[src/hdl/mqtj_pkg.sv]
// Shared types and constants for the multi-queue tuple join.
`timescale 1ns / 1ps
`default_nettype none

package mqtj_pkg;

   localparam int PORT_W          = 3;
   localparam int DATA_W          = 32;
   localparam int CNT_W           = 4;
   localparam int CFG_RESET_COUNT = 2;

   localparam int MAX_PORTS_DEF   = 8;
   localparam int QUEUE_DEPTH_DEF = 16;
   localparam int WORD_WIDTH_DEF  = 32;

   localparam int CMDQ_DEPTH = 4;
   localparam int OUTQ_DEPTH = 4;

   // Command from front to back: either a rejected word or a tuple to drain.
   typedef struct packed {
      logic              drop;
      logic [PORT_W-1:0] port;
      logic [DATA_W-1:0] word;
      logic [CNT_W-1:0]  count;
   } cmd_type;

   // Back tells front that a queue slot has been read and may be reused.
   typedef struct packed {
      logic              valid;
      logic [PORT_W-1:0] port;
   } release_type;

endpackage

`default_nettype wire

[src/hdl/mqtj_cmdq.sv]
// Short command queue between the front and the back.
`timescale 1ns / 1ps
`default_nettype none

module mqtj_cmdq (
   input  wire logic             clock,
   input  wire logic             reset,
   input  wire logic             push,
   input  mqtj_pkg::cmd_type     push_data,
   output      logic             full,
   input  wire logic             pop,
   output mqtj_pkg::cmd_type     pop_data,
   output      logic             empty
);
   import mqtj_pkg::*;

   localparam int PTR_W = $clog2(CMDQ_DEPTH);
   localparam int CNT_QW = $clog2(CMDQ_DEPTH + 1);

   cmd_type           q_ff [CMDQ_DEPTH];
   logic [PTR_W-1:0]  wr_ptr_ff, wr_ptr_in;
   logic [PTR_W-1:0]  rd_ptr_ff, rd_ptr_in;
   logic [CNT_QW-1:0] cnt_ff, cnt_in;
   logic              do_push, do_pop;

   always_comb begin
      do_push   = push && !full;
      do_pop    = pop && !empty;
      wr_ptr_in = do_push ? wr_ptr_ff + 1'b1 : wr_ptr_ff;
      rd_ptr_in = do_pop ? rd_ptr_ff + 1'b1 : rd_ptr_ff;
      cnt_in    = cnt_ff + CNT_QW'(do_push) - CNT_QW'(do_pop);
   end

   always_ff @(posedge clock) begin
      if (reset) begin
         wr_ptr_ff <= '0;
         rd_ptr_ff <= '0;
         cnt_ff    <= '0;
      end else begin
         wr_ptr_ff <= wr_ptr_in;
         rd_ptr_ff <= rd_ptr_in;
         cnt_ff    <= cnt_in;
      end
   end

   always_ff @(posedge clock) begin
      if (do_push) begin
         q_ff[wr_ptr_ff] <= push_data;
      end
   end

   assign full     = (cnt_ff == CNT_QW'(CMDQ_DEPTH));
   assign empty    = (cnt_ff == '0);
   assign pop_data = q_ff[rd_ptr_ff];

endmodule

`default_nettype wire

[config.mk]
export PLATFORM = sky130hd
export DESIGN_NAME = mqtj_cmdq
export DESIGN_NICKNAME = d
export VERILOG_FILES = /design/src/hdl/mqtj_pkg.sv /design/src/hdl/mqtj_cmdq.sv
export SDC_FILE = /design/constraint.sdc
export NUM_CORES = 1
export LEC_CHECK = 0
export BUFFER_PORTS_ARGS = -buffer_cell sky130_fd_sc_hd__buf_2
export CAP_MARGIN = 10
export CORE_AREA = 2 2 106 108
export CTS_CLUSTER_SIZE = 10
export DETAILED_ROUTE_END_ITERATION = 16
export DIE_AREA = 0 0 108 110
export PLACE_DENSITY = 0.86
export REMOVE_ABC_BUFFERS = 1
export SLEW_MARGIN = 20
export SYNTH_ARGS = -nofsm -noshare
export SYNTH_HDL_FRONTEND = slang
export SYNTH_SLANG_ARGS = --single-unit
[constraint.sdc]
create_clock -name clock -period 4.55 [get_ports clock]
set_clock_uncertainty 0.15 [all_clocks]
set_input_delay 0.455 -clock clock [delete_from_list [all_inputs] [get_ports clock]]
set_output_delay 0.455 -clock clock [all_outputs]
set_load 0.005 [all_outputs]
## Yosys cells after proc, flatten, opt, wreduce, memory -nomap -nowiden

Memory sizes are Yosys's and may differ from the RTL's. A register that Yosys moved wholly into a read port is not among the register bits.
Cells that the tools add are included.

| cells by class | value |
|---|---|
| add/sub/neg operators | 4 |
| equality and inequality tests | 1 |
| mux-type cells | 4 |
| reductions and logical operators | 5 |

Operator list:

| cell | count |
|---|---|
| $add A2 B1 Y2 const B | 2 |
| $mux W2 | 2 |
| $add A3 B1 Y3 | 1 |
| $eq A3 B3 Y1 const B | 1 |
| $logic_not A3 Y1 | 1 |
| $sub A3 B1 Y3 | 1 |
| $logic_and A1 B1 Y1 | 2 |
| $logic_not A1 Y1 | 2 |
| $mux W1 | 2 |

| storage, ports and cells | value |
|---|---|
| flip-flop bits (word level) | 7 |
| bits in writable memories | 160 |
| bits of input ports | 44 |
| output and inout bits | 42 |
| word-level logic and storage cells | 18 |
| memories kept | 1 |

Memory list:

| name | words | bits a word | rd ports | clocked after Yosys merged registers in | write ports | line | text |
|---|---|---|---|---|---|---|---|
| q_ff | 4 | 40 | 1 | 1 | 1 | mqtj_cmdq.sv:20 | `cmd_type q_ff [CMDQ_DEPTH];` |

## Logic depth before layout (Yosys ltp)

| logic depth | value |
|---|---|
| word-level depth | 5 |
| depth in mapped cells | 11 |
| mapped depth without buffers | 11 |

## Worst setup path after synthesis

No wires, ideal clock.

| path | value |
|---|---|
| kind | register -> register |
| start point | register cnt_ff[1] |
| end point | memory q_ff[0][0] in the netlist's numbering (enable) |
| library setup time | 401 ps |
| arrival time | 1759 ps |
| required time | 3999 ps |
| path slack | 2240 ps |
| cell stages (with the launch flop) | 4 |
| path buffers | 0 |
| period minus slack after synthesis | 2310 ps |
| cell sequence | dfxtp_1 -> nor3b_2 -> nor2_1 -> and2_1 |

| between the ends | value |
|---|---|
| cells in the longest elaborated chain, start to end | 5 |

Ends and longest elaborated chain:

| what | line | text |
|---|---|---|
| from (decl) | mqtj_cmdq.sv:23 | `logic [CNT_QW-1:0] cnt_ff, cnt_in;` |
| from (signal assigned) | mqtj_cmdq.sv:42 | `cnt_ff <= cnt_in;` |
| $eq A3 B3 Y1 | mqtj_cmdq.sv:52 | `assign full = (cnt_ff == CNT_QW'(CMDQ_DEPTH));` |
| named net full | mqtj_cmdq.sv:10 | `output logic full,` |
| $logic_not A1 Y1 | mqtj_cmdq.sv:27 | `do_push = push && !full;` |
| $logic_and A1 B1 Y1 | mqtj_cmdq.sv:27 |  |
| $mux W1 | mqtj_cmdq.sv:47 | `if (do_push) begin` |
| $mux W1 (not written as such) | mqtj_cmdq.sv:48 | `q_ff[wr_ptr_ff] <= push_data;` |
| to (decl) | mqtj_cmdq.sv:20 |  |

The timed path passes the listed nets, and every way through them passes these cells.

==> run metrics <==
status=finished clean; full die area=approximately 0.012 mm2; die height=between 100 and 150 um; Netlist cell types=23; non-filler cells, final=approximately 540; io pins=between 80 and 90; Achievable Freq=358 MHz; Root Driver=clkbuf_8; main area contributors after synthesis=edfxtp_1, mux4_2, dfxtp_1; setup bufs post-CTS=0; share of flip-flops with an asynchronous set or reset=0%; multi-input combinational cell area=between 0.001 and 0.0015 mm2; area grow syn2layout=23.2%; fillcell total=665; DR vias=around 3000; final WL=~11000 um; Total GRT Usage=approximately 19%; clock transition at the registers of the reported paths=~0.070 ns; level count of the clock H-tree=4; share of layout cells above drive strength 1=just under 40%; Int Power=approximately 0.0032 W; P_leak=2.67 nW; ANT nets after route=0; crit start category=register; count of input and output buffers=85; Critical Path RT=between 3 and 4 ns; cell count after placement=between 400 and 500; nets@finish=roughly 440; post-detail-place hpwl=~5700 um; Storage cell area=about 0.0050 mm2; Overflow after GRT=0; first-pass GRT wire length=roughly 16000 um; Max Root-Sink Buffers=2; Switch Pwr=approximately 0.001 W; drt drc=0; largest net degree at the start of global routing=between 40 and 50; Power Total=0.00424 W; commonest cells in the netlist=edfxtp_1, mux4_2, dfxtp_1; num rows=38; endpoints failing setup=0; initial antenna violation count=1; Place WS=around 2.0 ns; Syn Area/Cell=between 20 and 25 um2; routability cong.=0.686; Syn. warnings=0; Mapped Cells=260; CTS tree=built; chip width=approximately 110 um; Crit Path Category=reg -> out; Synth area leader=edfxtp_1; Max Cap Violations=0; Worst-Skew Late Latency=0.51 ns; clock share of power=between 30 and 40%; crit path max fanout=40; vias in the first global route=~3200; Main synth FF type=edfxtp_1; post_cts resized=0; Max VDD drop=around 0.30 mV; setup ws final=1.76 ns; CP endpoint kind=output port; Initial Util=slightly below 60%; Detailed Routing Iterations Pass 1=4; register area share after synthesis=79.3%; Gate power share=18.1%; crit path DAT=~2.2 ns; Setup TNS Final=0 ns; Sw Ratio=roughly a quarter; Vias/cell=around 5.5; most common cell in the netlist=edfxtp_1; Yosys top cell area share=between 70% and 80%; CTS sink cnt=169; WL per Instance=around 19 um; mapped cell area=around 0.0063 mm2; power per cell area=about 550 mW/mm2; Worst slew margin=between 20% and 30%; Seq pwr share=about 50%; min Tclk post-route=about 2.8 ns; RSZ-0062 raised after global routing=no; Core Area=0.0107 mm2; worst-margin pin slew=~1.1 ns; Synth Register Bits=approximately 170; Tcrit/Tclk final=between 60 and 70%; final hold violations=0; TritonCTS buffer count=17; Hold WC Path Type=in -> reg; DRT iter0 DRCs=140; number of flops mapped to enable cells by yosys=160; final slew viol count=0
## critical path, cell delays in order, from the launching register on
cell,delay (ns)
dfxtp_4,0.88
mux4_2,0.62
buf_2,0.15
## cells by family (layout without fill, tap and decap cells)
kind of cell,count (synthesis),in the layout,share of synthesized area (%)
compound gates,5,5,0.438
xor+xnor,2,2,0.279
fa+ha+maj,7,7,1.51
buf+inv,17,160,2.25
flops,169,169,79.3
mux,41,41,14.5
other cells,0,1,0
simple gates,19,19,1.71
## metal layers
layer / global-route usage, % / wire (um) / vias up
li1: - / - / 1343
met1: 23.4 / 4270 / 1531
met2: 32.9 / 5630 / 103
met3: 5.17 / 567 / 8
met4: 8.15 / 74 / 0
met5: 0 / 0 / -
## stage by stage
stage / cell area [um2] / hold slack, ns / util, %
after floorplan: 6170 / 0.302 / -
after global placement: 6780 / 0.314 / 63.4
after detailed placement: 6780 / 0.350 / 63.4
after CTS: 7730 / 0.00205 / 72.3
after global routing: 7740 / 0.00363 / 72.4
final: 7740 / 0.0381 / 72.4
## cell usage in the layout, fill, tap and decap left out, drive strengths merged
cell         synthesis  layout
edfxtp             160     160
buf                  9      85
mux4                40      40
dlygate4sd3          0      36
clkbuf               1      25
dfxtp                9       9
inv                  7       7
ha                   6       6
nor2                 5       5
and2                 5       5
bufinv               0       3
nor3                 2       2
o21ai                2       2
or3                  2       2
a21oi                2       2
xor2                 2       2
nand2b               2       2
clkinvlp             0       2
clkinv               0       2
diode                0       1
o31ai                1       1
nor3b                1       1
nor2b                1       1
nand2                1       1
mux2i                1       1
fa                   1       1
## flip-flops by register name (all words and copies together) (netlist names), named ones only
signal and count:
q_ff 160, cnt_ff 3, rd_ptr_ff 2, wr_ptr_ff 2
## cell type report
type                            instances  share of cell area [%]
Tap cell                              140                    2.26
Clock inverter                          7                    1.54
Antenna cell                            1                  0.0323
Clock buffer                           25                    6.13
Sequential cell                       169                    64.5
Inverter                                7                   0.339
Multi-Input combinational cell         74                    15.1
Timing Repair Buffer                  121                    10.2
## worst paths after layout
| kind | start | end | slack, ns | cells past startpoint |
|---|---|---|---|---|
| worst min-delay path | push_data[11] | q_ff[2][11] | 0.04 | 1 |
| worst max register to register | cnt_ff[1] | cnt_ff[2] | 1.99 | 11 |
| worst min register to register | wr_ptr_ff[1] | wr_ptr_ff[1] | 0.38 | 2 |
| worst max-delay path | register | pop_data[11] | 1.76 | 2 |
## power groups by stage
stage          sequential [W]  combinational, W  clock, W
2_1_floorplan         0.00204          0.000470         0
3_3_place_gp          0.00209          0.000722         0
3_5_place_dp          0.00210          0.000741         0
4_1_cts               0.00207          0.000775   0.00144
5_1_grt               0.00209          0.000839   0.00150
6_report              0.00206          0.000766   0.00141
## what timing repair did
action,in CTS,in global routing
endpoints found under the setup margin,0,0
hold buffers,36,0
hold endpoints to repair,142,0
(Power assumes the default switching activity.)
