==> src/hdl/mqtj_pkg.sv <==
// Shared types and constants for the multi-queue tuple join.
`timescale 1ns / 1ps
`default_nettype none

package mqtj_pkg;

   localparam int PORT_W          = 3;
   localparam int DATA_W          = 32;
   localparam int CNT_W           = 4;
   localparam int CFG_RESET_COUNT = 2;

   localparam int MAX_PORTS_DEF   = 8;
   localparam int QUEUE_DEPTH_DEF = 16;
   localparam int WORD_WIDTH_DEF  = 32;

   localparam int CMDQ_DEPTH = 4;
   localparam int OUTQ_DEPTH = 4;

   // Command from front to back: either a rejected word or a tuple to drain.
   typedef struct packed {
      logic              drop;
      logic [PORT_W-1:0] port;
      logic [DATA_W-1:0] word;
      logic [CNT_W-1:0]  count;
   } cmd_type;

   // Back tells front that a queue slot has been read and may be reused.
   typedef struct packed {
      logic              valid;
      logic [PORT_W-1:0] port;
   } release_type;

endpackage

`default_nettype wire

==> src/hdl/mqtj_front.sv <==
// Front: takes words, keeps per-port tail and fill state, decides drops and tuples.
`timescale 1ns / 1ps
`default_nettype none

module mqtj_front #(
   parameter int MAX_PORTS   = mqtj_pkg::MAX_PORTS_DEF,
   parameter int QUEUE_DEPTH = mqtj_pkg::QUEUE_DEPTH_DEF,
   parameter int WORD_WIDTH  = mqtj_pkg::WORD_WIDTH_DEF,
   localparam int PIDX_W  = $clog2(MAX_PORTS),
   localparam int SLOT_W  = $clog2(QUEUE_DEPTH),
   localparam int ADDR_W  = PIDX_W + SLOT_W,
   localparam int STORE_W = (WORD_WIDTH < mqtj_pkg::DATA_W) ? WORD_WIDTH : mqtj_pkg::DATA_W
) (
   input  wire logic                          clock,
   input  wire logic                          reset,
   input  wire logic                          req_push,
   output      logic                          req_full,
   input  wire logic [mqtj_pkg::PORT_W-1:0]   req_port_index,
   input  wire logic [mqtj_pkg::DATA_W-1:0]   req_payload,
   input  wire logic                          csr_valid,
   output      logic                          csr_ready,
   input  wire logic [mqtj_pkg::CNT_W-1:0]    csr_data,
   output      logic                          ram_wr_en,
   output      logic [ADDR_W-1:0]             ram_wr_addr,
   output      logic [STORE_W-1:0]            ram_wr_data,
   output      logic                          cmd_push,
   output mqtj_pkg::cmd_type                  cmd_data,
   input  wire logic                          cmdq_full,
   input  mqtj_pkg::release_type              release_info
);
   import mqtj_pkg::*;

   localparam int FILL_W = $clog2(QUEUE_DEPTH + 1);

   logic [CNT_W-1:0]  port_count_ff, port_count_in;
   logic [FILL_W-1:0] fill_ff [MAX_PORTS];
   logic [FILL_W-1:0] fill_in [MAX_PORTS];
   logic [FILL_W-1:0] phys_ff [MAX_PORTS];
   logic [FILL_W-1:0] phys_in [MAX_PORTS];
   logic [SLOT_W-1:0] tail_ff [MAX_PORTS];
   logic [SLOT_W-1:0] tail_in [MAX_PORTS];

   logic [CNT_W-1:0]  eff_count;
   logic [PIDX_W-1:0] pi;
   logic              in_range, is_drop, accept, append, all_ok, tuple, hold;

   always_comb begin
      port_count_in = (csr_valid && csr_ready) ? csr_data : port_count_ff;

      if (port_count_ff == '0) begin
         eff_count = CNT_W'(1);
      end else if (port_count_ff > CNT_W'(MAX_PORTS)) begin
         eff_count = CNT_W'(MAX_PORTS);
      end else begin
         eff_count = port_count_ff;
      end

      pi       = req_port_index[PIDX_W-1:0];
      in_range = CNT_W'(req_port_index) < eff_count;
      is_drop  = !in_range || (fill_ff[pi] == FILL_W'(QUEUE_DEPTH));

      // a slot still waiting for its read must not be overwritten
      hold = 1'b0;
      for (int i = 0; i < MAX_PORTS; i++) begin
         if (phys_ff[i] == FILL_W'(QUEUE_DEPTH) && fill_ff[i] != FILL_W'(QUEUE_DEPTH)) begin
            hold = 1'b1;
         end
      end

      accept = req_push && !req_full;
      append = accept && !is_drop;

      all_ok = 1'b1;
      for (int i = 0; i < MAX_PORTS; i++) begin
         if (CNT_W'(i) < eff_count && fill_ff[i] == '0 &&
             !(in_range && pi == PIDX_W'(i))) begin
            all_ok = 1'b0;
         end
      end
      tuple = append && all_ok;

      for (int i = 0; i < MAX_PORTS; i++) begin
         fill_in[i] = fill_ff[i]
                    + FILL_W'(append && pi == PIDX_W'(i))
                    - FILL_W'(tuple && CNT_W'(i) < eff_count);
         phys_in[i] = phys_ff[i]
                    + FILL_W'(append && pi == PIDX_W'(i))
                    - FILL_W'(release_info.valid
                              && release_info.port[PIDX_W-1:0] == PIDX_W'(i));
         tail_in[i] = tail_ff[i];
         if (append && pi == PIDX_W'(i)) begin
            tail_in[i] = (tail_ff[i] == SLOT_W'(QUEUE_DEPTH - 1)) ? '0 : tail_ff[i] + 1'b1;
         end
      end
   end

   always_ff @(posedge clock) begin
      if (reset) begin
         port_count_ff <= CNT_W'(CFG_RESET_COUNT);
         for (int i = 0; i < MAX_PORTS; i++) begin
            fill_ff[i] <= '0;
            phys_ff[i] <= '0;
            tail_ff[i] <= '0;
         end
      end else begin
         port_count_ff <= port_count_in;
         for (int i = 0; i < MAX_PORTS; i++) begin
            fill_ff[i] <= fill_in[i];
            phys_ff[i] <= phys_in[i];
            tail_ff[i] <= tail_in[i];
         end
      end
   end

   assign req_full   = cmdq_full || hold;
   assign csr_ready  = 1'b1;

   assign ram_wr_en   = append;
   assign ram_wr_addr = {pi, tail_ff[pi]};
   assign ram_wr_data = req_payload[STORE_W-1:0];

   assign cmd_push       = accept && (is_drop || tuple);
   assign cmd_data.drop  = is_drop;
   assign cmd_data.port  = req_port_index;
   assign cmd_data.word  = DATA_W'(req_payload[STORE_W-1:0]);
   assign cmd_data.count = eff_count;

   a_no_push_when_cmdq_full: assert property (@(posedge clock) disable iff (reset)
      !(cmd_push && cmdq_full))
      else $error("command pushed into full queue");

   a_append_has_room: assert property (@(posedge clock) disable iff (reset)
      append |-> (phys_ff[pi] < FILL_W'(QUEUE_DEPTH)))
      else $error("append would overwrite an unread slot");

   a_tuple_is_queued: assert property (@(posedge clock) disable iff (reset)
      tuple |-> (cmd_push && !cmd_data.drop))
      else $error("ready tuple not issued to back");

endmodule

`default_nettype wire

==> config.mk <==
export PLATFORM = sky130hd
export DESIGN_NAME = mqtj_front
export DESIGN_NICKNAME = d
export VERILOG_FILES = /design/src/hdl/mqtj_pkg.sv /design/src/hdl/mqtj_front.sv
export SDC_FILE = /design/constraint.sdc
export NUM_CORES = 1
export LEC_CHECK = 0
export ABC_AREA = 0
export BUFFER_PORTS_ARGS = -buffer_cell sky130_fd_sc_hd__buf_4
export CORE_UTILIZATION = 50
export CTS_CLUSTER_SIZE = 24
export DETAILED_ROUTE_END_ITERATION = 8
export GPL_ROUTABILITY_DRIVEN = 0
export GPL_TIMING_DRIVEN = 0
export PLACE_DENSITY = 0.73
export SYNTH_ARGS = -nofsm -noshare
export SYNTH_HDL_FRONTEND = slang
export SYNTH_SLANG_ARGS = --single-unit
export TNS_END_PERCENT = 50
==> constraint.sdc <==
create_clock -name clock -period 10.7 [get_ports clock]
set_clock_uncertainty 0.05 [all_clocks]
set_input_delay 2.675 -clock clock [delete_from_list [all_inputs] [get_ports clock]]
set_output_delay 2.675 -clock clock [all_outputs]
set_load 0.1 [all_outputs]
Word-level counts from Yosys, hierarchy flattened

Memory sizes are Yosys's and may differ from the RTL's.
Index checks and enable logic that the tools add are counted.
Widths: inputs -> output; s select.

$add $sub $neg: 40
Multiply operators: 0
Div/mod/pow operators: 0
Magnitude comparators: 10
Equal/unequal tests: 39
Shifts and indexed selects: 0
Multiplexer cells: 61
Bitwise operators: 24
Reductions and logical operators: 85

Operators by type and width:

| cell                | number |
|---|---|
| $mux 4              | 26 |
| $add 5x1->5         | 16 |
| $mux 5              | 16 |
| $sub 5x1->5         | 16 |
| $logic_and 1x1->1   | 60 |
| $eq 5x5->1 const B  | 9 |
| $logic_not 5->1     | 8 |
| $ne 5x5->1 const B  | 8 |
| $add 4x1->4 const B | 8 |
| $eq 4x4->1 const B  | 8 |
| $eq 3x3->1 const B  | 8 |
| $or 1x1->1          | 24 |
| $mux 1              | 19 |
| $lt 3x4->1 const A  | 4 |
| $eq 3x2->1 const B  | 4 |
| $logic_not 1->1     | 11 |
| $lt 1x4->1 const A  | 2 |
| $lt 2x4->1 const A  | 2 |
| $eq 3x1->1 const B  | 2 |
| $logic_not 3->1     | 2 |
| $gt 4x4->1 const B  | 1 |
| $logic_not 4->1     | 1 |
| $lt 3x4->1          | 1 |
| $logic_or 1x1->1    | 3 |

Register bits after elaboration: 4
Bits in latches: 0
Bits in writable memories: 112
ROM bits: 0
Output and inout port bits: 83
Memories kept: 3

Memory list:

| memory  | words | bits a word | rd ports | clocked after Yosys merged registers in | write ports | line             | source |
|---|---|---|---|---|---|---|---|
| fill_ff | 8     | 5           | 9        | 0                                       | 8           | mqtj_front.sv:36 | `logic [FILL_W-1:0] fill_ff [MAX_PORTS];` |
| phys_ff | 8     | 5           | 8        | 0                                       | 8           | mqtj_front.sv:38 | `logic [FILL_W-1:0] phys_ff [MAX_PORTS];` |
| tail_ff | 8     | 4           | 9        | 0                                       | 8           | mqtj_front.sv:40 | `logic [SLOT_W-1:0] tail_ff [MAX_PORTS];` |

Longest topological paths before layout

Depth in word-level cells: 19
Gate-level depth with buffers: 21
Mapped depth without buffers: 19

Least setup slack after synthesis

No wires, ideal clock.

Path kind: input port to output port
From: input port req_port_index[1] (netlist bit)
To: output port ram_wr_addr[2]
Data arrival time: 6.044 ns
Required time: 7.975 ns
Slack: 1.931 ns
Stages on the path: 5
Cell sequence: buf_2 buf_2 buf_1 mux4_2 o21ai_0

Longest elaborated chain between the ends: 1

RTL lines:

| item               | line             | source |
|---|---|---|
| start: declaration | mqtj_front.sv:18 | `input wire logic [mqtj_pkg::PORT_W-1:0] req_port_index,` |
| $mem_v2 8x4        | n/a              |  |
| end: declaration   | mqtj_front.sv:24 | `output logic [ADDR_W-1:0] ram_wr_addr,` |

No other way between the ends.

Worst setup path in the final report

From: input port req_port_index[1] (netlist bit)
To: output port ram_wr_addr[1]

Same word-level chain as after synthesis.

==> impl_metrics.json <==
{
  "drt-initial-drc-count": 513,
  "hold_viol_final": 0,
  "dp_hpwl_mm": 15.7,
  "clk_pin_slew_ps": 60,
  "route.vias.total": 7242,
  "die_w_um": 132,
  "die_y_um": 132,
  "status": "finished clean",
  "ios": 131,
  "worstHoldPathType": "flip-flop to flip-flop",
  "synth_cells": 1012,
  "place_area_um2": 9510,
  "tightest_slew_ps": 713,
  "initial_core_util": 0.513,
  "wl_per_cell_um": 15.3,
  "reg2reg_depth": 19,
  "drtPass1Iterations": 6,
  "netlist_area_um2": 8510,
  "synth-main-ff-cell": "dfxtp_1",
  "async_flop_share": 0,
  "relSlewSlack": 0.525,
  "stdcell_area_um2": 10100,
  "coreArea_um2": 16600,
  "antenna_found_initial": 0,
  "rsz0062_at_grt": "false",
  "clock_latency_ps": 420,
  "cts_num_sinks": 116,
  "yosysWarnings": 0,
  "ir_worst_vdd_mv": 0.139,
  "nets": 1297,
  "post-route-period-util": 0.708,
  "clock_path_buffers": 2,
  "fmax_ghz": 0.132,
  "fin_crit_ps": 7580,
  "p_leak_nw": 4.43,
  "globalRouteTotalUtil": 0.245,
  "ant_nets": 0,
  "crit_required_ps": 7980,
  "fp-row-count": 47,
  "post_cts.repair.setup_buffers": 0,
  "min_path_cells": 2,
  "ys_ff_latch": 116,
  "clock-root-buffer": "clkbuf_16",
  "grt-ovfl-total": 0,
  "setup_viol_count_final": 0,
  "final_util": 0.610,
  "grt_pass1_wl_mm": 33.9,
  "critical_path_class": "input pin to output pin",
  "area_delta_synth_final_pct": 18.8,
  "drive_above_1_share": 0.211,
  "grt_max_degree": 17,
  "cts_max_level": 4,
  "first_global_vias": 6773,
  "arrival_ps": 4850,
  "crit_path_max_fanout": 10,
  "drcViolationCount": 0,
  "setup_slack_ps": 3120,
  "synth_edf_count": 0,
  "yosysSeqAreaShare": 0.273,
  "preCtsSetupSlack_ps": 3150,
  "crit_path_start_kind": "input pin",
  "syn_nets": 1182,
  "cts_tree": "built",
  "end_kind": "output pin",
  "diodes": 0,
  "fin_tns_setup_ps": 0,
  "max_cap_viol_count": 0,
  "cts.repair.resized": 0,
  "powerDensity_nw_per_um2": 158,
  "cts_buffers": 17,
  "viasPerCell": 5.33,
  "die_area_um2": 17600,
  "cts_hold_buffers": 0,
  "routed_wl_mm": 20.8,
  "drv_slew": 0,
  "port_buffers": 96,
  "yosysUniqueCellTypes": 74,
  "syn-mean-instance-area_um2": 8.41
}
[report_power, final]
| part | internal, mW | switching [mW] |
|---|---|---|
| registers | 0.471 | 0.0265 |
| clock network | 0.369 | 0.213 |
| logic | 0.172 | 0.344 |
[final timing paths]
path                     startpoint  slack, ps             end
setup / recovery  req_port_index[1]       3120  ram_wr_addr[1]
setup reg to reg   port_count_ff[3]       5680   fill_ff[7][4]
hold / removal        tail_ff[6][3]        460   tail_ff[6][3]
hold reg to reg       tail_ff[6][3]        460   tail_ff[6][3]
[logic make-up (layout without fill, tap and decap cells)]
| logic type | after synthesis | count (layout) | share of synthesized area |
|---|---|---|---|
| other | 1 | 1 | 0.000440 |
| DFF | 116 | 116 | 0.273 |
| xor gates and xnor gates | 48 | 48 | 0.0494 |
| AOI/OAI and AO/OA | 197 | 197 | 0.145 |
| buffers and inverters | 248 | 376 | 0.146 |
| and+or+nand+nor | 266 | 266 | 0.165 |
| adders and majority gates | 122 | 122 | 0.193 |
| muxes | 14 | 14 | 0.0287 |
[Yosys cell counts (all sizes together), types with 7 or more instances]
cell type	instances	area, um2
inv	141	529
nor2	118	445
dfxtp	116	2320
ha	106	1330
buf	90	646
a21oi	78	390
o21ai	37	185
xor2	30	263
nand3	22	110
nor2b	21	131
or3	20	130
a31oi	19	119
nand2	19	71.3
xnor2	18	158
a21o	17	128
clkbuf	16	60.1
fa	16	320
nand4	11	68.8
and3	9	56.3
nor3	9	55.1
mux4	8	180
a311oi	7	61.3
a31o	7	61.3
nor4	7	71.3
[registers in the layout (all words and copies together), names as in the netlist]
| signal | cells |
|---|---|
| tail_ff | 32 |
| phys_ff | 40 |
| port_count_ff | 4 |
| fill_ff | 40 |
[placed cells by master, fill, tap and decap left out, drive strengths merged, types with 8 or more instances in the layout]
| cell type | netlist | layout |
|---|---|---|
| buf | 90 | 186 |
| inv | 141 | 141 |
| nor2 | 118 | 118 |
| dfxtp | 116 | 116 |
| ha | 106 | 106 |
| a21oi | 78 | 78 |
| o21ai | 37 | 37 |
| clkbuf | 16 | 34 |
| xor2 | 30 | 30 |
| nand3 | 22 | 22 |
| nor2b | 21 | 21 |
| or3 | 20 | 20 |
| a31oi | 19 | 19 |
| nand2 | 19 | 19 |
| xnor2 | 18 | 18 |
| a21o | 17 | 17 |
| fa | 16 | 16 |
| nand4 | 11 | 11 |
| and3 | 9 | 9 |
| nor3 | 9 | 9 |
| mux4 | 8 | 8 |
[worst max-delay path, cell delays in order]
cell and delay [ps]:
buf_4 110, buf_2 200, buf_2 300, buf_1 470
mux4_2 560, mux2_2 280, buf_4 230
[per-layer routing]
metal  GRT usage  part of all wire
met1       0.319              0.44
met2       0.408              0.47
met3      0.0444             0.073
met4      0.0849             0.018
met5           0                 0
[through the flow]
stage / total power [mW] / hold slack, ps / instances
final: 1.60 / 463 / 1360
after global routing: 1.66 / 467 / 1360
after CTS: 1.60 / 453 / 1360
after detailed placement: 1.02 / 445 / 1328
after global placement: 1.01 / 435 / 1328
after floorplan: 0.905 / 412 / 1012
[area by class of cell]
| cell class | instances | area, um2 |
|---|---|---|
| clock buffers | 18 | 439 |
| repair buffers | 96 | 721 |
| inverters | 142 | 533 |
| clock inverters | 14 | 161 |
| well taps | 220 | 275 |
| multi-input cells | 648 | 4950 |
| plain buffers | 106 | 706 |
| flip-flops and latches | 116 | 2320 |
| fillers | 1462 | 6470 |
Power figures use the tool's default switching activity.
