`src/hdl/mqtj_pkg.sv`:
```
// Shared types and constants for the multi-queue tuple join.
`timescale 1ns / 1ps
`default_nettype none

package mqtj_pkg;

   localparam int PORT_W          = 3;
   localparam int DATA_W          = 32;
   localparam int CNT_W           = 4;
   localparam int CFG_RESET_COUNT = 2;

   localparam int MAX_PORTS_DEF   = 8;
   localparam int QUEUE_DEPTH_DEF = 16;
   localparam int WORD_WIDTH_DEF  = 32;

   localparam int CMDQ_DEPTH = 4;
   localparam int OUTQ_DEPTH = 4;

   // Command from front to back: either a rejected word or a tuple to drain.
   typedef struct packed {
      logic              drop;
      logic [PORT_W-1:0] port;
      logic [DATA_W-1:0] word;
      logic [CNT_W-1:0]  count;
   } cmd_type;

   // Back tells front that a queue slot has been read and may be reused.
   typedef struct packed {
      logic              valid;
      logic [PORT_W-1:0] port;
   } release_type;

endpackage

`default_nettype wire

```
`src/hdl/mqtj_back.sv`:
```
// Back: drains commands, reads queued words from RAM and feeds the result queue.
`timescale 1ns / 1ps
`default_nettype none

module mqtj_back #(
   parameter int MAX_PORTS   = mqtj_pkg::MAX_PORTS_DEF,
   parameter int QUEUE_DEPTH = mqtj_pkg::QUEUE_DEPTH_DEF,
   parameter int WORD_WIDTH  = mqtj_pkg::WORD_WIDTH_DEF,
   localparam int PIDX_W  = $clog2(MAX_PORTS),
   localparam int SLOT_W  = $clog2(QUEUE_DEPTH),
   localparam int ADDR_W  = PIDX_W + SLOT_W,
   localparam int STORE_W = (WORD_WIDTH < mqtj_pkg::DATA_W) ? WORD_WIDTH : mqtj_pkg::DATA_W
) (
   input  wire logic                          clock,
   input  wire logic                          reset,
   input  mqtj_pkg::cmd_type                  cmd_data,
   input  wire logic                          cmd_empty,
   output      logic                          cmd_pop,
   output      logic                          ram_rd_en,
   output      logic [ADDR_W-1:0]             ram_rd_addr,
   input  wire logic [STORE_W-1:0]            ram_rd_data,
   output mqtj_pkg::release_type              release_info,
   output      logic                          rsp_empty,
   input  wire logic                          rsp_pop,
   output      logic [mqtj_pkg::PORT_W-1:0]   rsp_source_port,
   output      logic [mqtj_pkg::DATA_W-1:0]   rsp_data_word,
   output      logic                          rsp_last_of_tuple,
   output      logic                          rsp_dropped
);
   import mqtj_pkg::*;

   localparam int OQ_PTR_W = $clog2(OUTQ_DEPTH);
   localparam int OQ_CNT_W = $clog2(OUTQ_DEPTH + 1);

   typedef enum logic [1:0] {
      BK_IDLE  = 2'b01,
      BK_TUPLE = 2'b10
   } back_state_type;

   typedef struct packed {
      logic [PORT_W-1:0] port;
      logic [DATA_W-1:0] word;
      logic              last;
      logic              dropped;
   } out_type;

   back_state_type    st_ff, st_in;
   logic [CNT_W-1:0]  idx_ff, idx_in;
   logic [CNT_W-1:0]  cnt_ff, cnt_in;
   logic [SLOT_W-1:0] rd_ptr_ff [MAX_PORTS];
   logic [SLOT_W-1:0] rd_ptr_in [MAX_PORTS];

   logic              pend_v_ff, pend_v_in;
   logic [PORT_W-1:0] pend_port_ff, pend_port_in;
   logic              pend_last_ff, pend_last_in;
   logic              pend_drop_ff, pend_drop_in;
   logic [DATA_W-1:0] pend_word_ff, pend_word_in;

   out_type             oq_ff [OUTQ_DEPTH];
   logic [OQ_PTR_W-1:0] oq_wr_ff, oq_wr_in;
   logic [OQ_PTR_W-1:0] oq_rd_ff, oq_rd_in;
   logic [OQ_CNT_W-1:0] oq_cnt_ff, oq_cnt_in;

   logic              credit, issue_rd, issue_drop, issue_last, out_pop;
   logic [PORT_W-1:0] issue_port;
   out_type           landing;

   always_comb begin
      credit     = (OQ_CNT_W'(oq_cnt_ff) + OQ_CNT_W'(pend_v_ff)) < OQ_CNT_W'(OUTQ_DEPTH);
      cmd_pop    = 1'b0;
      issue_rd   = 1'b0;
      issue_drop = 1'b0;
      issue_last = 1'b0;
      issue_port = '0;
      st_in      = st_ff;
      idx_in     = idx_ff;
      cnt_in     = cnt_ff;

      unique case (st_ff)
         BK_IDLE: begin
            if (!cmd_empty && credit) begin
               cmd_pop    = 1'b1;
               issue_port = cmd_data.port;
               if (cmd_data.drop) begin
                  issue_drop = 1'b1;
               end else begin
                  issue_rd   = 1'b1;
                  issue_port = '0;
                  issue_last = (cmd_data.count == CNT_W'(1));
                  if (!issue_last) begin
                     st_in  = BK_TUPLE;
                     idx_in = CNT_W'(1);
                     cnt_in = cmd_data.count;
                  end
               end
            end
         end
         BK_TUPLE: begin
            if (credit) begin
               issue_rd   = 1'b1;
               issue_port = idx_ff[PORT_W-1:0];
               issue_last = (idx_ff == cnt_ff - 1'b1);
               idx_in     = idx_ff + 1'b1;
               if (issue_last) begin
                  st_in = BK_IDLE;
               end
            end
         end
         default: begin
            st_in = BK_IDLE;
         end
      endcase

      for (int i = 0; i < MAX_PORTS; i++) begin
         rd_ptr_in[i] = rd_ptr_ff[i];
         if (issue_rd && issue_port[PIDX_W-1:0] == PIDX_W'(i)) begin
            rd_ptr_in[i] = (rd_ptr_ff[i] == SLOT_W'(QUEUE_DEPTH - 1)) ? '0
                                                                     : rd_ptr_ff[i] + 1'b1;
         end
      end

      pend_v_in    = issue_rd || issue_drop;
      pend_port_in = issue_port;
      pend_last_in = issue_last;
      pend_drop_in = issue_drop;
      pend_word_in = cmd_data.word;

      landing.port    = pend_port_ff;
      landing.word    = pend_drop_ff ? pend_word_ff : DATA_W'(ram_rd_data);
      landing.last    = pend_last_ff;
      landing.dropped = pend_drop_ff;

      out_pop   = rsp_pop && !rsp_empty;
      oq_wr_in  = pend_v_ff ? oq_wr_ff + 1'b1 : oq_wr_ff;
      oq_rd_in  = out_pop ? oq_rd_ff + 1'b1 : oq_rd_ff;
      oq_cnt_in = oq_cnt_ff + OQ_CNT_W'(pend_v_ff) - OQ_CNT_W'(out_pop);
   end

   always_ff @(posedge clock) begin
      if (reset) begin
         st_ff     <= BK_IDLE;
         idx_ff    <= '0;
         cnt_ff    <= '0;
         pend_v_ff <= 1'b0;
         oq_wr_ff  <= '0;
         oq_rd_ff  <= '0;
         oq_cnt_ff <= '0;
         for (int i = 0; i < MAX_PORTS; i++) begin
            rd_ptr_ff[i] <= '0;
         end
      end else begin
         st_ff     <= st_in;
         idx_ff    <= idx_in;
         cnt_ff    <= cnt_in;
         pend_v_ff <= pend_v_in;
         oq_wr_ff  <= oq_wr_in;
         oq_rd_ff  <= oq_rd_in;
         oq_cnt_ff <= oq_cnt_in;
         for (int i = 0; i < MAX_PORTS; i++) begin
            rd_ptr_ff[i] <= rd_ptr_in[i];
         end
      end
   end

   always_ff @(posedge clock) begin
      pend_port_ff <= pend_port_in;
      pend_last_ff <= pend_last_in;
      pend_drop_ff <= pend_drop_in;
      pend_word_ff <= pend_word_in;
      if (pend_v_ff) begin
         oq_ff[oq_wr_ff] <= landing;
      end
   end

   assign ram_rd_en          = issue_rd;
   assign ram_rd_addr        = {issue_port[PIDX_W-1:0], rd_ptr_ff[issue_port[PIDX_W-1:0]]};
   assign release_info.valid = issue_rd;
   assign release_info.port  = issue_port;

   assign rsp_empty         = (oq_cnt_ff == '0);
   assign rsp_source_port   = oq_ff[oq_rd_ff].port;
   assign rsp_data_word     = oq_ff[oq_rd_ff].word;
   assign rsp_last_of_tuple = oq_ff[oq_rd_ff].last;
   assign rsp_dropped       = oq_ff[oq_rd_ff].dropped;

   a_outq_no_overflow: assert property (@(posedge clock) disable iff (reset)
      (OQ_CNT_W'(oq_cnt_ff) + OQ_CNT_W'(pend_v_ff)) <= OQ_CNT_W'(OUTQ_DEPTH))
      else $error("result queue overcommitted");

   a_drop_not_last: assert property (@(posedge clock) disable iff (reset)
      !rsp_empty |-> !(rsp_dropped && rsp_last_of_tuple))
      else $error("dropped word marked as tuple end");

   a_long_tuple_continues: assert property (@(posedge clock) disable iff (reset)
      (cmd_pop && !cmd_data.drop && cmd_data.count != CNT_W'(1)) |=> (st_ff == BK_TUPLE))
      else $error("multi-word tuple did not enter drain state");

   a_pend_follows_issue: assert property (@(posedge clock) disable iff (reset)
      (issue_rd || issue_drop) |=> pend_v_ff)
      else $error("issued word lost before result queue");

endmodule

`default_nettype wire

```
`config.mk`:
```
export PLATFORM = sky130hd
export DESIGN_NAME = mqtj_back
export DESIGN_NICKNAME = d
export VERILOG_FILES = /design/src/hdl/mqtj_pkg.sv /design/src/hdl/mqtj_back.sv
export SDC_FILE = /design/constraint.sdc
export NUM_CORES = 1
export LEC_CHECK = 0
export BUFFER_PORTS_ARGS = -buffer_cell sky130_fd_sc_hd__buf_2
export CORE_AREA = 2 2 136 138
export CTS_CLUSTER_SIZE = 40
export DETAILED_ROUTE_END_ITERATION = 7
export DIE_AREA = 0 0 138 140
export PLACE_DENSITY = 0.75
export SLEW_MARGIN = 20
export SYNTH_ARGS = -nofsm -noshare
export SYNTH_HDL_FRONTEND = slang
export SYNTH_SLANG_ARGS = --single-unit
```
`constraint.sdc`:
```
create_clock -name clock -period 3.35 [get_ports clock]
set_clock_uncertainty 0.05 [all_clocks]
set_input_delay 0.67 -clock clock [delete_from_list [all_inputs] [get_ports clock]]
set_output_delay 0.67 -clock clock [all_outputs]
set_load 0.005 [all_outputs]
```
==> Word level (Yosys, flattened, before mapping) <==
Memories as Yosys holds them, arrays and structs flattened. A register that Yosys moved wholly into a read port is not among the register bits.
Index checks and enable logic that the tools add are counted.
{ "op_classes": {"add_sub_neg": 14, "order_cmp": 1, "n_eq_ne": 24, "n_mux": 60, "bitwise_logic": 10, "n_reduce_logical": 19} }
{ "ops": {"columns": ["operator", "n"], "rows": [
  ["$mux 4", 28],
  ["$add 4x1->4 const B", 9],
  ["$eq 4x4->1 const B", 8],
  ["$mux 32", 1],
  ["$mux 1", 16],
  ["$mux 2", 7],
  ["$eq 3x3->1 const B", 4],
  ["$logic_and 1x1->1", 10],
  ["$ne 2x2->1 const B", 5],
  ["$reduce_and 5->1", 2],
  ["$mux 3", 3],
  ["$or 1x1->1", 8],
  ["$pmux 4 s2", 1],
  ["$eq 3x2->1 const B", 2],
  ["$logic_not 3->1", 2],
  ["$pmux 3 s2", 1],
  ["$add 2x1->2 const B", 2],
  ["$eq 4x1->1 const B", 1],
  ["$eq 4x4->1", 1],
  ["$pmux 1 s2", 2],
  ["$pmux 2 s2", 1],
  ["$reduce_and 4->1", 1],
  ["$sub 4x1->4 const B", 1],
  ["$add 3x1->3", 1],
  ["other kinds (9)", 11]
]} }
{ "word_totals": {"ff_bits": 55, "ramBits": 180, "mem_count": 2} }
{ "mem_list": {"columns": ["name", "depth", "word_bits", "read_ports", "rd_ports_with_merged_regs", "write_ports", "line_no", "rtl"], "rows": [
  ["oq_ff", 4, 37, 1, 1, 1, "mqtj_back.sv:59", "out_type oq_ff [OUTQ_DEPTH];"],
  ["rd_ptr_ff", 8, 4, 9, 0, 8, "mqtj_back.sv:50", "logic [SLOT_W-1:0] rd_ptr_ff [MAX_PORTS];"]
]} }

==> Longest topological paths before layout <==
{ "depth": {"ltp_word": 9, "mapped_depth": 10, "depth_no_buf": 7} }

==> Least setup slack after synthesis <==
OpenSTA, ideal clock, no wires.
{ "synth_path": {"path_type": "reg2out", "startpoint": "reg pend_v_ff", "endpoint": "out ram_rd_addr[0]", "t_arrival_ns": 2.219, "t_required_ns": 2.630, "setup_slack_ns": 0.411, "stages_incl_launch_ff": 9, "n_path_buf": 1, "cell_sequence": "dfxtp_1 -> ha_1 -> ha_1 -> xor2_2 -> buf_4 -> a21o_1 -> mux2_2 -> a221oi_1 -> a22oi_1"} }
{ "synth_via": {"elab_chain_cells": 6, "elab_cells_between_ends": 7, "cone_classes": "add/sub (1); order compare (1); mux (3); reduce/logical (1); memory (1)"} }
{ "synth_lines": {"columns": ["element", "line_no", "rtl"], "rows": [
  ["start, declared", "mqtj_back.sv:53", "logic pend_v_ff, pend_v_in;"],
  ["start signal, assigned", "mqtj_back.sv:155", "pend_v_ff <= pend_v_in;"],
  ["$add 3x1->3 *", "mqtj_back.sv:69", "credit = (OQ_CNT_W'(oq_cnt_ff) + OQ_CNT_W'(pend_v_ff)) < OQ_CNT_W'(OUTQ_DEPTH);"],
  ["$lt 3x3->1 *", "mqtj_back.sv:69", null],
  ["$logic_and 1x1->1", "mqtj_back.sv:81", "if (!cmd_empty && credit) begin"],
  ["$mux 3", "mqtj_back.sv:81", null],
  ["$pmux 3 s2 *", "mqtj_back.sv:79", "unique case (st_ff)"],
  ["$mem_v2 8x4 *", null, null],
  ["end, declared", "mqtj_back.sv:20", "output logic [ADDR_W-1:0] ram_rd_addr,"]
]} }
Every way passes the cells marked *; elsewhere a longest branch is shown, timed or not.

==> Worst setup path after layout <==
{ "layout_path": {"startpoint": "reg pend_v_ff", "endpoint": "out ram_rd_addr[2]"} }
The elaborated chain is that of the path after synthesis.

==> impl_metrics.tcl <==
set metrics [dict create \
    status "completed" \
    timing.critical_path.max_delay_family "compound AO/OA/AOI/OAI gates" \
    hold_path_class "in2reg" \
    synth_seq_area_share_pct 64.9 \
    syn-cell-area_um2 9600 \
    yosys.area.top_type "edfxtp_1" \
    setup.reg_to_reg.worst_slack_ps 810 \
    r2r_cells 7 \
    r2r_start "st_ff[0]" \
    die_area_um2 19300 \
    place_congestion 0.887 \
    clock_tree_root_buffer_cell "clkbuf_16" \
    clkPwrFrac_pct 33.2 \
    detailed_place_hpwl_um 12500 \
    global_route.overflow_total 0 \
    yosys.area.top_type_share_pct 46.3 \
    critPathBufInv 1 \
    cp_cell_sequence "ha_4 > ha_4 > xor2_4 > a21o_1 > mux2_4 > a221oi_2 > a22oi_1 > buf_2" \
    routed_wire_length_per_instance_um 19.4 \
    cp_data_arrival_time_ps 2590 \
    synth_enable_flop_cells 148 \
    swShare_pct 27.4 \
    endpoint_kind "output port" \
    finalCoreUtilization_pct 65.0 \
    antenna_violating_nets_left 0 \
    start_util_pct 54.0 \
    timing_max_transition_violations_final 0 \
    die-height_um 140 \
    post_route_cells_drive_above_1_share_pct 39.5 \
    wirelength_um 19600 \
    layoutNonFillerInstCount 1012 \
    antenna_found_initial 0 \
    hold_violations 0 \
    route.detailed.drc 0 \
    dpl_worst_slack_ps 167 \
    yosysWarnings 0 \
    postSynthNetCount 721 \
    htree_num_levels 1 \
    fin_worst_hold_slack_ps 204 \
    setup_viol_count_final 0 \
    critical_path_depth 8 \
    buffer_ports.inserted 126 \
    period_share_pct 98.8 \
    cellInternalPower_mw 6.05 \
    cts.path.max_buffers 3 \
    synthToLayoutAreaGrowth_pct 20.4 \
    core_um2 17800 \
    cts-hold-fix-buffers 0 \
    cts_made_buffers 25 \
    cp.required_ps 2630 \
    cpMostUsedCell "ha_4" \
    detailedRoute.firstIterationViolations 299 \
    worst_path_max_delay_cell "dfxtp_4" \
    leakage_nw 4.24 \
    final_net_count 860 \
    vias_per_cell 5.82 \
    first_global_vias 6011 \
    maximum_fanout_along_the_worst_path 8 \
    ys_ff_latch 237 \
    max_freq_mhz 302 \
    combPwrFrac_pct 22.9 \
    crit_end "ram_rd_addr[2]" \
    antenna-diode-count 0 \
    setup.worst_path.start "pend_v_ff" \
    cts.sinks 237 \
    worst-setup-path-type "reg2out" \
    netSwitchingPower_mw 2.28 \
    worstSkewPairLatency_ps 510 \
    synth.top_cells.by_count "148 x edfxtp_1, 89 x dfxtp_1, 41 x mux2_2, 39 x nor2_1, 37 x mux4_2" \
    max-slew-margin-rel_pct 29.1 \
    die_w_um 138 \
    first_pass_iteration_count_of_the_detailed_router 4 \
    synthDistinctLibCells 65 \
    dominantRegCellSynth "edfxtp_1" \
    maximum_number_of_pins_on_one_net_before_global_route_repair 38 \
    regToRegEndpoint "rd_ptr_ff[1][3]" \
    maxCapViolCount 0 \
    clk_pin_slew_ps 60 \
    crit_path_start_kind "register" \
    slowest_delay_ps 360 \
    timing_worst_slew_pin_value_ps 1060 \
    post_synth_inst_count 625 \
    setup_ws_ps 38.7 \
    maximum_vdd_drop_v 0.000564 \
    synthesis.area_per_instance_um2 15.4 \
    powerDensity_nw_per_um2 721 \
    dpl.cell_count 959 \
    power.share.sequential_pct 43.9 \
    cts_tree "done" \
    io-pin-count 127 \
    first_pass_grt_wire_length_um 30800 \
    groute.usage.overall_pct 19.6 \
    fp-row-count 49 \
    yosys.cell_count.top_type "edfxtp_1" \
    post-route-min-period_ps 3310 \
    route.vias.total 5885 \
    yosys-top-cells-area "edfxtp_1 46%, dfxtp_1 19%, mux4_2 8.7%" \
    synth-async-reset-ratio_pct 0 \
]
-- what timing repair did --
| item | in CTS | in global routing |
|---|---|---|
| gates resized for setup | 19 | 19 |
| buffers inserted | 5 | 2 |
| pin swaps | 5 | 8 |
| endpoints found under the setup margin | 4 | 4 |
| gates cloned | 0 | 0 |
-- layout make-up --
cell class	instances	area, um2
Sequential cell	237	6230
Fill cell	1273	6230
Multi-Input combinational cell	340	3340
Timing Repair Buffer	145	793
Clock buffer	32	712
Tap cell	229	287
Clock inverter	14	133
Inverter	15	56.3
-- state kept, by name, indices dropped and copies added (netlist names), named ones only --
register	cells
oq_ff	148
pend_word_ff	32
rd_ptr_ff	32
cnt_ff	4
idx_ff	4
oq_cnt_ff	3
pend_port_ff	3
oq_rd_ff	2
oq_wr_ff	2
st_ff	2
pend_drop_ff	1
pend_last_ff	1
pend_v_ff	1
-- worst register-to-register path: stages, from the launching register on --
cell,delay [ps]
dfxtp_1,400
inv_1,100
ha_4,220
or4b_4,560
a21oi_4,250
and4_1,430
a41oi_2,170
a311oi_2,280
-- through the flow --
step	power [mW]	instance area [um2]	TNS (ps)
2_1_floorplan	4.83	9600	0
3_3_place_gp	5.39	10500	0
3_5_place_dp	5.47	10500	0
4_1_cts	8.32	11400	0
5_1_grt	8.69	11600	-243
6_report	8.33	11600	0
-- cell usage in the layout, fill, tap and decap left out, types with 5 or more instances in the layout --
master     Yosys  final
mux4_2        37     37
o21ai_0        7      7
edfxtp_1     148    148
buf_2          8    126
a21oi_1       18     16
nor3_1        12     10
nor2_1        39     37
mux2_2        41     40
inv_1         15     15
nand2_1       29     28
a31oi_1        8      8
and3_1         5      5
a221oi_2       0      6
nand3_1       10     10
clkbuf_8       0      6
dfxtp_1       89     84
mux2i_1       15     15
buf_4          6     16
xnor2_1       11     11
a22oi_1        7      7
ha_1          20     16
clkbuf_16      0     25
-- metal layers --
metal,GRT usage (%),vias up,part of all wire (%),routed length [um]
met3,3.73,41,5.6,1110
met2,35.1,212,52,10100
met4,5.42,0,2.1,414
li1,-,2701,-,-
met5,0,-,0,0
met1,24.6,2931,41,7980
-- cell families after synthesis --
logic type / Yosys count / synth area share [%]
xor+xnor: 16 / 1.54
fa+ha+maj: 20 / 2.61
simple gates: 132 / 7.34
flops: 237 / 64.9
buf+inv: 48 / 2.37
compound gates: 79 / 6.22
mux: 93 / 15.1
-- power by group through the flow --
stage	clock network [mW]	logic, mW	registers, mW
6_report	2.77	1.91	3.66
5_1_grt	2.93	2.07	3.69
4_1_cts	2.82	1.85	3.65
3_5_place_dp	0	1.76	3.71
3_3_place_gp	0	1.72	3.68
2_1_floorplan	0	1.27	3.56
-- worst min path at each step --
stage | from | endpoint | cells after the start
5_1_grt | cmd_data[20] | pend_word_ff[16] | 1
4_1_cts | cmd_data[34] | pend_word_ff[30] | 1
6_report | cmd_data[18] | pend_word_ff[14] | 1
3_5_place_dp | pend_port_ff[2] | oq_ff[0][36] | 0
2_1_floorplan | pend_last_ff | oq_ff[0][1] | 0
3_3_place_gp | pend_port_ff[1] | oq_ff[2][35] | 0
No activity file was read; power rests on OpenSTA's default activity.
